### config.mk
export PLATFORM = sky130hd
export DESIGN_NAME = series_statistics_accumulator_flat
export DESIGN_NICKNAME = d
export VERILOG_FILES = /design/src/hw/rtl/ssa_pkg.sv /design/src/hw/rtl/ssa_chan_if.sv /design/src/hw/rtl/ssa_divu.sv /design/src/hw/rtl/ssa_front.sv /design/src/hw/rtl/ssa_back.sv /design/src/hw/rtl/series_statistics_accumulator.sv /design/src/flat_wrapper.sv
export VERILOG_INCLUDE_DIRS = /design/src /design/src/hw/rtl
export SDC_FILE = /design/constraint.sdc
export NUM_CORES = 2
export LEC_CHECK = 0
export BUFFER_PORTS_ARGS = -buffer_cell sky130_fd_sc_hd__buf_4
export CAP_MARGIN = 20
export CELL_PAD_IN_SITES_DETAIL_PLACEMENT = 0
export CELL_PAD_IN_SITES_GLOBAL_PLACEMENT = 2
export CORE_ASPECT_RATIO = 1.5
export CORE_MARGIN = 4
export CORE_UTILIZATION = 39
export CTS_BUF_LIST = sky130_fd_sc_hd__clkbuf_8
export DETAILED_ROUTE_END_ITERATION = 16
export GPL_ROUTABILITY_DRIVEN = 0
export HOLD_SLACK_MARGIN = 0.02
export PLACE_DENSITY = 0.83
export SYNTH_ARGS = -nofsm -noshare
export SYNTH_HDL_FRONTEND = slang
export SYNTH_SLANG_ARGS = --single-unit
### constraint.sdc
create_clock -name clk -period 6.35 [get_ports clk]
set_input_delay 0.3175 -clock clk [delete_from_list [all_inputs] [get_ports clk]]
set_output_delay 0.3175 -clock clk [all_outputs]
set_load 0.05 [all_outputs]
### src/hw/rtl/assert_macros.svh
// Assertion macros shared by the RTL; they compile to nothing under SYNTHESIS.
`ifndef ASSERT_MACROS_SVH
`define ASSERT_MACROS_SVH

`ifndef SYNTHESIS

// prop must hold at every clock edge outside reset
`define ASSERT_ALWAYS(lbl, clk, rst_n, prop, msg) \
	lbl: assert property (@(posedge clk) disable iff (!rst_n) prop) else $error(msg);

// expr must never be true outside reset
`define ASSERT_NEVER(lbl, clk, rst_n, expr, msg) \
	lbl: assert property (@(posedge clk) disable iff (!rst_n) !(expr)) else $error(msg);

`else

`define ASSERT_ALWAYS(lbl, clk, rst_n, prop, msg)

`define ASSERT_NEVER(lbl, clk, rst_n, expr, msg)

`endif

`endif

### src/hw/rtl/ssa_pkg.sv
// Types and constants of the series statistics accumulator.
`default_nettype none

package ssa_pkg;

	localparam int SMP_W  = 16;
	localparam int CNT_W  = 16;
	localparam int SUM_W  = 32;
	localparam int SQ_W   = 48;
	localparam int SQR_W  = 32;
	localparam int VAR_W  = 31;
	localparam int PROD_W = 64;

	localparam int QDEPTH = 4;

	localparam logic FUNC_ADD    = 1'b0;
	localparam logic FUNC_REPORT = 1'b1;

	localparam logic [1:0] ST_ACCEPTED = 2'd0;
	localparam logic [1:0] ST_FULL     = 2'd1;
	localparam logic [1:0] ST_STATS    = 2'd2;
	localparam logic [1:0] ST_EMPTY    = 2'd3;

	typedef logic signed [SMP_W-1:0] q88_t;

	typedef struct packed {
		logic func;
		q88_t sample;
	} in_item_t;

	typedef struct packed {
		logic [1:0]       status;
		logic [CNT_W-1:0] sample_total;
		q88_t             mean_value;
		logic [VAR_W-1:0] variance_value;
		q88_t             min_value;
		q88_t             max_value;
		logic [SMP_W-1:0] spread_value;
	} out_item_t;

	typedef enum logic {
		OP_ADD,
		OP_REPORT
	} op_t;

	// decoded request as held in the queue, square already formed
	typedef struct packed {
		op_t              op;
		q88_t             sample;
		logic [SQR_W-1:0] square;
	} q_item_t;

endpackage

`default_nettype wire

### src/hw/rtl/ssa_chan_if.sv
// Valid/ready channel carrying one payload of type T.
`default_nettype none

interface ssa_chan_if #(parameter type T = logic) ();

	logic valid;
	logic ready;
	T     data;

	modport source (output valid, output data, input ready);
	modport sink   (input valid, input data, output ready);

endinterface

`default_nettype wire

### src/hw/rtl/ssa_divu.sv
// Restoring unsigned divider, one quotient bit per cycle.
`default_nettype none

module ssa_divu #(
	parameter int DVD_W = 32,
	parameter int DVS_W = 16
) (
	input  logic             clk,
	input  logic             arst_n,
	input  logic             start,
	input  logic [DVD_W-1:0] dividend,
	input  logic [DVS_W-1:0] divisor,
	output logic             busy,
	output logic [DVD_W-1:0] quotient
);

	localparam int STEP_W = $clog2(DVD_W);

	logic              busy_q;
	logic [STEP_W-1:0] step_q;
	logic [DVD_W-1:0]  quo_q;
	logic [DVS_W-1:0]  rem_q;
	logic [DVS_W-1:0]  dvs_q;

	logic [DVS_W:0] rem_sh;
	logic [DVS_W:0] rem_sub;
	logic           fits;

	assign rem_sh  = {rem_q, quo_q[DVD_W-1]};
	assign fits    = rem_sh >= {1'b0, dvs_q};
	assign rem_sub = rem_sh - {1'b0, dvs_q};

	always_ff @(posedge clk or negedge arst_n) begin
		if (!arst_n) begin
			busy_q <= 1'b0;
			step_q <= '0;
			quo_q  <= '0;
			rem_q  <= '0;
			dvs_q  <= '0;
		end else if (start) begin
			busy_q <= 1'b1;
			step_q <= '0;
			quo_q  <= dividend;
			rem_q  <= '0;
			dvs_q  <= divisor;
		end else if (busy_q) begin
			// quotient bits shift in where dividend bits shift out
			quo_q  <= {quo_q[DVD_W-2:0], fits};
			rem_q  <= fits ? rem_sub[DVS_W-1:0] : rem_sh[DVS_W-1:0];
			step_q <= step_q + STEP_W'(1);
			if (step_q == STEP_W'(DVD_W - 1)) begin
				busy_q <= 1'b0;
			end
		end
	end

	assign busy     = busy_q;
	assign quotient = quo_q;

endmodule

`default_nettype wire

### src/hw/rtl/ssa_front.sv
// Front end: takes requests, decodes them, squares the sample and queues them.
`default_nettype none

module ssa_front (
	input  logic             clk,
	input  logic             arst_n,
	ssa_chan_if.sink         sample_chan,
	output logic             q_valid,
	output ssa_pkg::q_item_t q_item,
	input  logic             q_ready
);

	import ssa_pkg::*;

	localparam int QPTR_W = $clog2(QDEPTH);

	q_item_t           fifo_q [QDEPTH];
	logic [QPTR_W-1:0] wr_ptr_q;
	logic [QPTR_W-1:0] rd_ptr_q;
	logic [QPTR_W:0]   fill_q;

	q_item_t            entry;
	logic signed [31:0] square_s;
	logic               push;
	logic               pop;

	assign square_s     = sample_chan.data.sample * sample_chan.data.sample;
	assign entry.op     = (sample_chan.data.func == FUNC_REPORT) ? OP_REPORT : OP_ADD;
	assign entry.sample = sample_chan.data.sample;
	assign entry.square = SQR_W'(unsigned'(square_s));

	assign sample_chan.ready = fill_q != (QPTR_W+1)'(QDEPTH);
	assign push              = sample_chan.valid && sample_chan.ready;
	assign q_valid           = fill_q != '0;
	assign pop               = q_valid && q_ready;
	assign q_item            = fifo_q[rd_ptr_q];

	always_ff @(posedge clk) begin
		if (push) begin
			fifo_q[wr_ptr_q] <= entry;
		end
	end

	always_ff @(posedge clk or negedge arst_n) begin
		if (!arst_n) begin
			wr_ptr_q <= '0;
			rd_ptr_q <= '0;
			fill_q   <= '0;
		end else begin
			if (push) begin
				wr_ptr_q <= wr_ptr_q + QPTR_W'(1);
			end
			if (pop) begin
				rd_ptr_q <= rd_ptr_q + QPTR_W'(1);
			end
			case ({push, pop})
				2'b10:   fill_q <= fill_q + (QPTR_W+1)'(1);
				2'b01:   fill_q <= fill_q - (QPTR_W+1)'(1);
				default: fill_q <= fill_q;
			endcase
		end
	end

endmodule

`default_nettype wire

### src/hw/rtl/ssa_back.sv
// Back end: running totals, report sequencer and the result register.
`default_nettype none
`include "assert_macros.svh"

module ssa_back #(
	parameter int MAX_SAMPLES = 256
) (
	input  logic             clk,
	input  logic             arst_n,
	input  logic             q_valid,
	input  ssa_pkg::q_item_t q_item,
	output logic             q_ready,
	ssa_chan_if.source       stats_chan
);

	import ssa_pkg::*;

	localparam int MUL_STEPS = SUM_W;
	localparam int MCNT_W    = $clog2(MUL_STEPS);

	typedef enum logic [1:0] {
		S_IDLE,
		S_MUL,
		S_SUB,
		S_DIV
	} state_t;

	state_t                   state_q;
	logic                     res_valid_q;
	out_item_t                res_q;
	logic [CNT_W-1:0]         cnt_q;
	logic signed [SUM_W-1:0]  sum_q;
	logic [SQ_W-1:0]          sq_q;
	q88_t                     min_q;
	q88_t                     max_q;
	logic [2*CNT_W-1:0]       nsq_q;
	logic [PROD_W-1:0]        a_acc_q;
	logic [PROD_W-1:0]        a_mcand_q;
	logic [CNT_W-1:0]         a_mplier_q;
	logic [PROD_W-1:0]        b_acc_q;
	logic [PROD_W-1:0]        b_mcand_q;
	logic [SUM_W-1:0]         b_mplier_q;
	logic [MCNT_W-1:0]        mul_cnt_q;

	logic                     slot_free;
	logic                     pop;
	logic                     has_room;
	logic                     first;
	logic [SUM_W-1:0]         smp_ext;
	logic [SUM_W-1:0]         s1abs;
	logic [2*CNT_W-1:0]       nsq;
	logic [PROD_W-1:0]        diff;
	logic                     mean_start;
	logic                     mean_busy;
	logic [SUM_W-1:0]         mean_quo;
	logic [SUM_W-1:0]         mean_signed;
	logic                     var_start;
	logic                     var_busy;
	logic [PROD_W-1:0]        var_quo;
	logic [SMP_W-1:0]         spread;
	logic                     finish;
	logic                     load_res;
	out_item_t                res_d;

	assign slot_free = !res_valid_q || stats_chan.ready;
	assign q_ready   = (state_q == S_IDLE) && slot_free;
	assign pop       = q_valid && q_ready;
	assign has_room  = cnt_q < CNT_W'(MAX_SAMPLES);
	assign first     = cnt_q == '0;
	assign smp_ext   = {{(SUM_W-SMP_W){q_item.sample[SMP_W-1]}}, q_item.sample};
	assign s1abs     = sum_q[SUM_W-1] ? SUM_W'(unsigned'(-sum_q)) : SUM_W'(unsigned'(sum_q));
	assign nsq       = {{CNT_W{1'b0}}, cnt_q} * {{CNT_W{1'b0}}, cnt_q};
	// n*S2 >= S1^2 for any real series; clamp anyway
	assign diff      = (a_acc_q >= b_acc_q) ? (a_acc_q - b_acc_q) : '0;
	assign spread    = SMP_W'(unsigned'(max_q - min_q));

	assign mean_start  = pop && (q_item.op == OP_REPORT) && !first;
	assign var_start   = state_q == S_SUB;
	assign mean_signed = sum_q[SUM_W-1] ? (~mean_quo + SUM_W'(1)) : mean_quo;
	assign finish      = (state_q == S_DIV) && !var_busy && !mean_busy && slot_free;

	ssa_divu #(
		.DVD_W(SUM_W),
		.DVS_W(CNT_W)
	) u_mean_div (
		.clk     (clk),
		.arst_n  (arst_n),
		.start   (mean_start),
		.dividend(s1abs),
		.divisor (cnt_q),
		.busy    (mean_busy),
		.quotient(mean_quo)
	);

	ssa_divu #(
		.DVD_W(PROD_W),
		.DVS_W(2*CNT_W)
	) u_var_div (
		.clk     (clk),
		.arst_n  (arst_n),
		.start   (var_start),
		.dividend(diff),
		.divisor (nsq_q),
		.busy    (var_busy),
		.quotient(var_quo)
	);

	// next result: add and empty report retire at pop, a full report at finish
	always_comb begin
		res_d    = '0;
		load_res = 1'b0;
		if (pop && (q_item.op == OP_ADD)) begin
			load_res = 1'b1;
			if (has_room) begin
				res_d.status       = ST_ACCEPTED;
				res_d.sample_total = cnt_q + CNT_W'(1);
			end else begin
				res_d.status       = ST_FULL;
				res_d.sample_total = cnt_q;
			end
		end else if (pop && first) begin
			load_res     = 1'b1;
			res_d.status = ST_EMPTY;
		end else if (finish) begin
			load_res             = 1'b1;
			res_d.status         = ST_STATS;
			res_d.sample_total   = cnt_q;
			res_d.mean_value     = q88_t'(mean_signed[SMP_W-1:0]);
			res_d.variance_value = var_quo[VAR_W-1:0];
			res_d.min_value      = min_q;
			res_d.max_value      = max_q;
			res_d.spread_value   = spread;
		end
	end

	always_ff @(posedge clk or negedge arst_n) begin
		if (!arst_n) begin
			state_q     <= S_IDLE;
			res_valid_q <= 1'b0;
			res_q       <= '0;
			cnt_q       <= '0;
			sum_q       <= '0;
			sq_q        <= '0;
			min_q       <= '0;
			max_q       <= '0;
			nsq_q       <= '0;
			a_acc_q     <= '0;
			a_mcand_q   <= '0;
			a_mplier_q  <= '0;
			b_acc_q     <= '0;
			b_mcand_q   <= '0;
			b_mplier_q  <= '0;
			mul_cnt_q   <= '0;
		end else begin
			res_valid_q <= load_res || (res_valid_q && !stats_chan.ready);
			if (load_res) begin
				res_q <= res_d;
			end
			case (state_q)
				S_IDLE: begin
					if (pop) begin
						if (q_item.op == OP_ADD) begin
							if (has_room) begin
								if (first || q_item.sample < min_q) begin
									min_q <= q_item.sample;
								end
								if (first || q_item.sample > max_q) begin
									max_q <= q_item.sample;
								end
								sum_q <= sum_q + signed'(smp_ext);
								sq_q  <= sq_q + {{(SQ_W-SQR_W){1'b0}}, q_item.square};
								cnt_q <= cnt_q + CNT_W'(1);
							end
						end else if (!first) begin
							nsq_q      <= nsq;
							a_acc_q    <= '0;
							a_mcand_q  <= {{(PROD_W-SQ_W){1'b0}}, sq_q};
							a_mplier_q <= cnt_q;
							b_acc_q    <= '0;
							b_mcand_q  <= {{(PROD_W-SUM_W){1'b0}}, s1abs};
							b_mplier_q <= s1abs;
							mul_cnt_q  <= '0;
							state_q    <= S_MUL;
						end
					end
				end
				S_MUL: begin
					// shift-add: n*S2 in a, S1*S1 in b
					a_acc_q    <= a_acc_q + (a_mplier_q[0] ? a_mcand_q : '0);
					a_mcand_q  <= a_mcand_q << 1;
					a_mplier_q <= a_mplier_q >> 1;
					b_acc_q    <= b_acc_q + (b_mplier_q[0] ? b_mcand_q : '0);
					b_mcand_q  <= b_mcand_q << 1;
					b_mplier_q <= b_mplier_q >> 1;
					mul_cnt_q  <= mul_cnt_q + MCNT_W'(1);
					if (mul_cnt_q == MCNT_W'(MUL_STEPS - 1)) begin
						state_q <= S_SUB;
					end
				end
				S_SUB: begin
					state_q <= S_DIV;
				end
				S_DIV: begin
					if (finish) begin
						state_q <= S_IDLE;
					end
				end
				default: begin
					state_q <= S_IDLE;
				end
			endcase
		end
	end

	assign stats_chan.valid = res_valid_q;
	assign stats_chan.data  = res_q;

	`ASSERT_ALWAYS(a_cnt_cap, clk, arst_n, cnt_q <= CNT_W'(MAX_SAMPLES), "count above capacity")
	`ASSERT_ALWAYS(a_min_max, clk, arst_n, (cnt_q != '0) |-> (min_q <= max_q), "min above max")
	`ASSERT_ALWAYS(a_hold_cnt, clk, arst_n, (state_q != S_IDLE) |=> $stable(cnt_q), "count moved during report")
	`ASSERT_NEVER(a_var_range, clk, arst_n, finish && (var_quo[PROD_W-1:VAR_W] != '0), "variance overflow")
	`ASSERT_NEVER(a_idle_div, clk, arst_n, (state_q == S_IDLE) && var_busy, "variance divider busy while idle")

endmodule

`default_nettype wire

### src/hw/rtl/series_statistics_accumulator.sv
// Series statistics accumulator: running totals of Q8.8 samples and report on request.
//
// sample_chan (sink) takes requests {func, sample}: func add appends the sample, func report
// asks for mean, Q16.16 population variance, min, max and spread of the samples held.
// stats_chan (source) gives one result per request, in request order, with a status code.
// A request is taken on a clock edge where valid and ready are both high.
//
// Requests are decoded and squared in the front end and wait in a four-entry queue.
// Adds retire at one per cycle while the back end is idle and the result slot is free; an add
// result passes through the queue and then the result register. A report occupies the back
// end through 32 shift-add steps for n*S2 and S1*S1 (the mean divider runs alongside), a
// subtract state, then 64 steps of the variance divider, plus the load into the result register.
// While a report runs the queue still fills, and sample_chan drops ready when it is full.
// The result sits in an output register; when stats_chan is stalled the back end stops
// once it has a new result to load, and the queue then takes up the slack.
// arst_n clears the totals, the queue and the result register; sample_chan is ready as soon
// as reset is released.
`default_nettype none

module series_statistics_accumulator #(
	parameter int MAX_SAMPLES = 256
) (
	input  logic       clk,
	input  logic       arst_n,
	ssa_chan_if.sink   sample_chan,
	ssa_chan_if.source stats_chan
);

	import ssa_pkg::*;

	logic    q_valid;
	logic    q_ready;
	q_item_t q_item;

	ssa_front u_front (
		.clk        (clk),
		.arst_n     (arst_n),
		.sample_chan(sample_chan),
		.q_valid    (q_valid),
		.q_item     (q_item),
		.q_ready    (q_ready)
	);

	ssa_back #(
		.MAX_SAMPLES(MAX_SAMPLES)
	) u_back (
		.clk       (clk),
		.arst_n    (arst_n),
		.q_valid   (q_valid),
		.q_item    (q_item),
		.q_ready   (q_ready),
		.stats_chan(stats_chan)
	);

endmodule

`default_nettype wire

### src/flat_wrapper.sv
// flat-port wrapper written by rule: the top's interface ports become plain ports
module series_statistics_accumulator_flat import ssa_pkg::*;
#(
	parameter int MAX_SAMPLES = 256
)
  (clk, arst_n, sample_chan_valid, sample_chan_data, sample_chan_ready, stats_chan_valid, stats_chan_data, stats_chan_ready);
  ssa_chan_if #(.T(in_item_t)) sample_chan_i ();
  ssa_chan_if #(.T(out_item_t)) stats_chan_i ();
  input  logic clk;
  input  logic arst_n;
  input wire logic [$bits(sample_chan_i.valid)-1:0] sample_chan_valid;
  input wire logic [$bits(sample_chan_i.data)-1:0] sample_chan_data;
  output wire logic [$bits(sample_chan_i.ready)-1:0] sample_chan_ready;
  output wire logic [$bits(stats_chan_i.valid)-1:0] stats_chan_valid;
  output wire logic [$bits(stats_chan_i.data)-1:0] stats_chan_data;
  input wire logic [$bits(stats_chan_i.ready)-1:0] stats_chan_ready;
  assign sample_chan_i.valid = sample_chan_valid;
  assign sample_chan_i.data = sample_chan_data;
  assign sample_chan_ready = sample_chan_i.ready;
  assign stats_chan_valid = stats_chan_i.valid;
  assign stats_chan_data = stats_chan_i.data;
  assign stats_chan_i.ready = stats_chan_ready;
  series_statistics_accumulator #(.MAX_SAMPLES(MAX_SAMPLES)) u_core (.clk(clk), .arst_n(arst_n), .sample_chan(sample_chan_i), .stats_chan(stats_chan_i));
endmodule
# After elaboration in Yosys (flattened, before gate mapping)
# Memories as Yosys holds them, arrays and structs flattened.
# Cells that the tools add are included.
# classes
n_addsub,18
multipliers,2
n_div,0
order_cmp,6
n_eq_ne,14
n_shift,0
muxes,69
n_bitwise,3
reduce_logical,33
# op_table
cell,n
$mux W64,14
$pmux W64 S2,4
$mux W32,9
$add A64 B64 Y64,2
$mux W113,1
$mux W16,7
$mux W111,1
$mux W95,1
$ge A64 B64 Y1,1
$mul A16 B16 Y32,2
$pmux W32 S2,1
$sub A64 B64 Y64,1
$add A48 B32 Y48,1
$ge A33 B32 Y1,1
$add A16 B1 Y16 const B,2
$add A32 B16 Y32,1
$neg A32 Y32,1
$pmux W16 S2,1
$sub A16 B16 Y16,2
$sub A32 B32 Y32,1
$mux W5,5
$mux W18,1
$ge A17 B16 Y1,1
$mux W17,1
31 further kinds,83
# totals
reg_bits,797
latchBits,0
ramBits,196
mem_bits_ro,0
in_bits,21
elab_cells,181
n_memories,1
# memory_table
memory,depth,word_bits,rd,rd_ports_with_merged_regs,wr,line,source
u_core.u_front.fifo_q,4,49,1,0,1,ssa_front.sv:17,q_item_t fifo_q [QDEPTH];

# Depth between registers and ports, before layout
# logic_depth
depth_word,8
depth_mapped,28

# Hierarchy
# Synthesis repeated with hierarchy kept, for this count alone.
# hier_totals
cells_unflattened,8178
hier_area_um2,75108.3
# modules_own_cells
module,n_inst,cells_each,area_each_um2,seq_area_each_um2
ssa_back,1,5636,47134.0,14614.0
ssa_front,1,1254,16004.1,5820.6
ssa_divu (u_core.u_back.u_var_div),1,843,7828.8,3378.2
ssa_divu (u_core.u_back.u_mean_div),1,445,4141.5,1751.7

# Worst setup path before layout
# OpenSTA, ideal clock, no wires.
# synth_path
kind,register to register
start,register u_core.u_back.cnt_q[2]
end,register u_core.u_back.nsq_q[31]
setup_ns,0.130
arrival_ns,6.378
required_time_ns,6.220
path_slack_ns,-0.159
stages_incl_launch_ff,23
path_buffers,2
cell_sequence,dfrtp_1 -> clkbuf_1 -> buf_1 -> nand2_1 -> fa_1 -> fa_1 -> inv_1 -> fa_1 -> fa_1 -> fa_1 -> fa_1 -> ha_1 -> a21o_1 -> a21o_1 -> a21oi_1 -> o32a_1 -> o31a_1 -> a211oi_1 -> o41ai_1 -> o21ai_0 -> a21oi_1 -> mux2i_1 -> nand4_1
# synth_via
elab_chain_len,3
elab_cells_between_ends,4
# synth_rtl
element,line,source
from (decl),ssa_back.sv:31,logic [CNT_W-1:0] cnt_q;
from (signal assigned),ssa_back.sv:172,cnt_q <= cnt_q + CNT_W'(1);
branches (longest 3 deep; another with $mul A16 B16 Y32),--,
to (signal assigned),ssa_back.sv:175,nsq_q <= nsq;
to (decl),ssa_back.sv:36,logic [2*CNT_W-1:0] nsq_q;
# Several ways; the timed one is not identified.
# A chain may end at the register's enable or synchronous reset.

==> flow_metrics.env <==
export IMPL_critical_path_class="in2reg"
export IMPL_final_area_sq_um=82300
export IMPL_grt_ovfl_total=0
export IMPL_yosysWarnings=0
export IMPL_synth_ff_type="dfrtp_1"
export IMPL_synthArstFlopShare_pct=80.9
export IMPL_nets=8854
export IMPL_syn_cell_area_sq_um=73700
export IMPL_dieWidth_um=363
export IMPL_swShare_pct=44.8
export IMPL_syn_inst=7696
export IMPL_slew_viol_final=0
export IMPL_area_growth_pct=11.7
export IMPL_synth_cell_types=105
export IMPL_grt_usage_pct=21.2
export IMPL_fmax_mhz=164
export IMPL_syn_nets=8679
export IMPL_p_comb_share_pct=59.7
export IMPL_mostFrequentLayoutCells="859 x nand2_1, 812 x inv_1, 785 x dfrtp_1"
export IMPL_peakVddDrop_mv=0.673
export IMPL_end_kind="flip-flop"
export IMPL_finalHoldViolCount=0
export IMPL_clock_power_share_pct=15.1
export IMPL_numPortBuffers=135
export IMPL_start_util_pct=39.2
export IMPL_cts_clk_slew_worst_paths_ps=60
export IMPL_power_mw=42.5
export IMPL_finalClockSkew_ps=119
export IMPL_wl_per_cell_um=20.0
export IMPL_synth_top_area_cell="dfrtp_1"
export IMPL_root_buffer="clkbuf_8"
export IMPL_io_pins=136
export IMPL_power_frac_seq_pct=25.2
export IMPL_cellPowerDensity_nw_per_um2=517
export IMPL_wl_mm=209
export IMPL_std_cell_rows=195
export IMPL_cp_slowest_cell="fa_1"
export IMPL_syn_avg_cell_area_sq_um=9.58
export IMPL_cts_sinks=983
export IMPL_r2r_slack_ps=310
export IMPL_die_h_um=540
export IMPL_outcome="finished, final reports clean"
export IMPL_multiInputGateArea_sq_um=44100
export IMPL_core_area_sq_um=188000
export IMPL_setup_viol=0
export IMPL_dp_slack_ps=-83.7
export IMPL_critical_path_max_stage_delay_ps=550
export IMPL_min_period_ps=6100
export IMPL_fin_crit_sh_pct=96.1
export IMPL_grt_pass1_wl_mm=333
export IMPL_slew_headroom_pct=23.9
export IMPL_synth_seq_area_share_pct=34.7
export IMPL_routed_via_density=5.37
export IMPL_intPower_mw=23.5
export IMPL_grt_pass1_vias=59000
export IMPL_post_route_drc_count=0
export IMPL_p_leak_nw=39.7
export IMPL_start_kind="primary input"
export IMPL_seq_area_sq_um=25600
export IMPL_num_vias=56200
export IMPL_insertion_delay_ps=930
export IMPL_final_setup_worst_slack_ps=247
export IMPL_cts_tree="yes"
export IMPL_drv_cap=0
export IMPL_synth_edff_count=188
export IMPL_cp_max_fo=5
export IMPL_arrival_ps=6770
export IMPL_tightest_slew_ps=1140
export IMPL_power_switching_mw=19.1
export IMPL_antenna_found_initial=1
export IMPL_clockBufferDepth=4
export IMPL_fin_setup_tns_ps=0
export IMPL_die_area_sq_um=196000
export IMPL_firstDrtPassIters=6
export IMPL_drive_gt1_share_pct=10.6
export IMPL_placed_area_sq_um=78100
export IMPL_cts_buffers=177
export IMPL_holdCritPathClass="in2async"
export IMPL_crit_required_ps=7020
export IMPL_final_common_cell="nand2_1"
export IMPL_ys_seq_elements=983
export IMPL_initialDrtViolationCount=3065
export IMPL_antenna_left=0
export IMPL_synth_area_top_cells="dfrtp_1 27%, fa_1 11%, ha_1 9.5%, edfxtp_1 7.7%, nand2_1 4.4%"
export IMPL_n_fill_cell=18300
export IMPL_cp_common_cell="fa_1"
export IMPL_grt_max_degree=173
export IMPL_htree_levels=4
export IMPL_synth_top_area_share_pct=27.0
export IMPL_place_hpwl_mm=159
-- path summary, 6_finish.rpt --
kind                                               from                                end  cells past startpoint
worst min register to register  u_core.u_back.nsq_q[14]  u_core.u_back.u_var_div.dvs_q[14]                      2
min in group clk                   sample_chan_data[16]       u_core.u_front.fifo_q[1][48]                      2
max in group asynchronous                        arst_n        u_core.u_back.b_mcand_q[12]                      4
worst max register to register   u_core.u_back.cnt_q[3]            u_core.u_back.nsq_q[31]                     21
worst max-delay path                sample_chan_data[3]       u_core.u_front.fifo_q[0][31]                     27
worst min-delay path                             arst_n  u_core.u_back.u_var_div.rem_q[24]                      2
-- cells by family (layout without fill, tap and decap cells) --
kind of cell,Yosys count,after routing,synth area share (%)
XOR/XNOR,440,440,5.23
buffers and inverters,1143,1451,5.95
multiplexers,234,234,4.08
adder cells (fa/ha/maj),962,962,20.5
AND/OR/NAND/NOR,1985,1985,12.6
flip-flops,983,983,34.7
other,0,2,0
AO/OA/AOI/OAI,1949,1949,17.0
-- what timing repair did --
item,in CTS,in global routing
setup buffers,0,6
gates resized for setup,1,43
pin swaps,0,15
hold buffers,20,0
endpoints found under the hold margin,208,0
setup endpoints to repair,1,26
-- worst max-delay path: cells and delay by family --
family / cells / cell delay [ps]
buffers and inverters: 9 / 1300
xor gates and xnor gates: 1 / 320
and+or+nand+nor: 3 / 380
adders and majority gates: 7 / 3280
AOI/OAI and AO/OA: 7 / 1180
-- flip-flops by register name, summed over array words and instances, names as in the netlist, 31 cells and up --
signal / cells
u_core.u_back.b_acc_q: 64
u_core.u_back.nsq_q: 31
u_core.u_back.a_mcand_q: 64
u_core.u_back.stats_chan.data: 113
u_core.u_back.u_var_div.rem_q: 32
u_core.u_back.u_var_div.dvs_q: 31
u_core.u_back.u_var_div.quotient: 64
u_core.u_back.b_mplier_q: 32
u_core.u_back.b_mcand_q: 64
u_core.u_back.sq_q: 48
u_core.u_back.u_mean_div.quotient: 32
u_core.u_back.sum_q: 32
u_core.u_front.fifo_q: 188
u_core.u_back.a_acc_q: 64
-- metal layers --
| metal | GRT usage [%] | vias to the layer above | share of wire, % |
|---|---|---|---|
| met1 | 26.8 | 27700 | 43 |
| met4 | 8.75 | 0 | 4.5 |
| met3 | 2.39 | 355 | 3.5 |
| li1 | - | 27000 | - |
| met2 | 36.9 | 1051 | 49 |
| met5 | 0 | - | 0 |
-- power by group through the flow --
stage                     clock network, mW  registers [mW]  logic, mW
after floorplan                           0            10.5       18.0
after global placement                    0            10.8       24.9
after detailed placement                  0            10.8       25.3
after CTS                              6.65            10.7       25.5
after global routing                   6.92            10.9       28.3
final                                  6.44            10.7       25.4
-- layout make-up --
class	count	area share, %
Inverter	775	3.53
Timing Repair Buffer	364	3.58
Antenna cell	2	0.00608
Tap cell	2462	3.74
Clock inverter	96	0.915
Clock buffer	216	3.61
Multi-Input combinational cell	5570	53.5
Sequential cell	983	31.1
-- through the flow --
stage	hold WS [ps]	utilization, %	instances
3_3_place_gp	363	41.5	10100
5_1_grt	86.9	43.8	10500
6_report	53.8	43.8	10500
4_1_cts	27.2	43.6	10500
2_1_floorplan	21.9	-	7696
3_5_place_dp	357	41.5	10100
-- Yosys cell counts, drive strengths merged (38+ instances only) --
master,instances
nand3,87
o21bai,63
nor2,352
nand2,878
nand2b,46
and2,222
a22o,66
fa,405
dfrtp,795
mux2i,153
mux4,47
o31ai,38
a21oi,497
o21a,46
xor2,207
and3,51
nand4,81
o22ai,125
nor3,60
o21ai,512
inv,772
a31oi,51
nor2b,81
edfxtp,188
xnor2,233
a221o,51
a21o,226
a211oi,69
buf,54
ha,557
clkbuf,314
No activity file was read; power rests on OpenSTA's default activity.
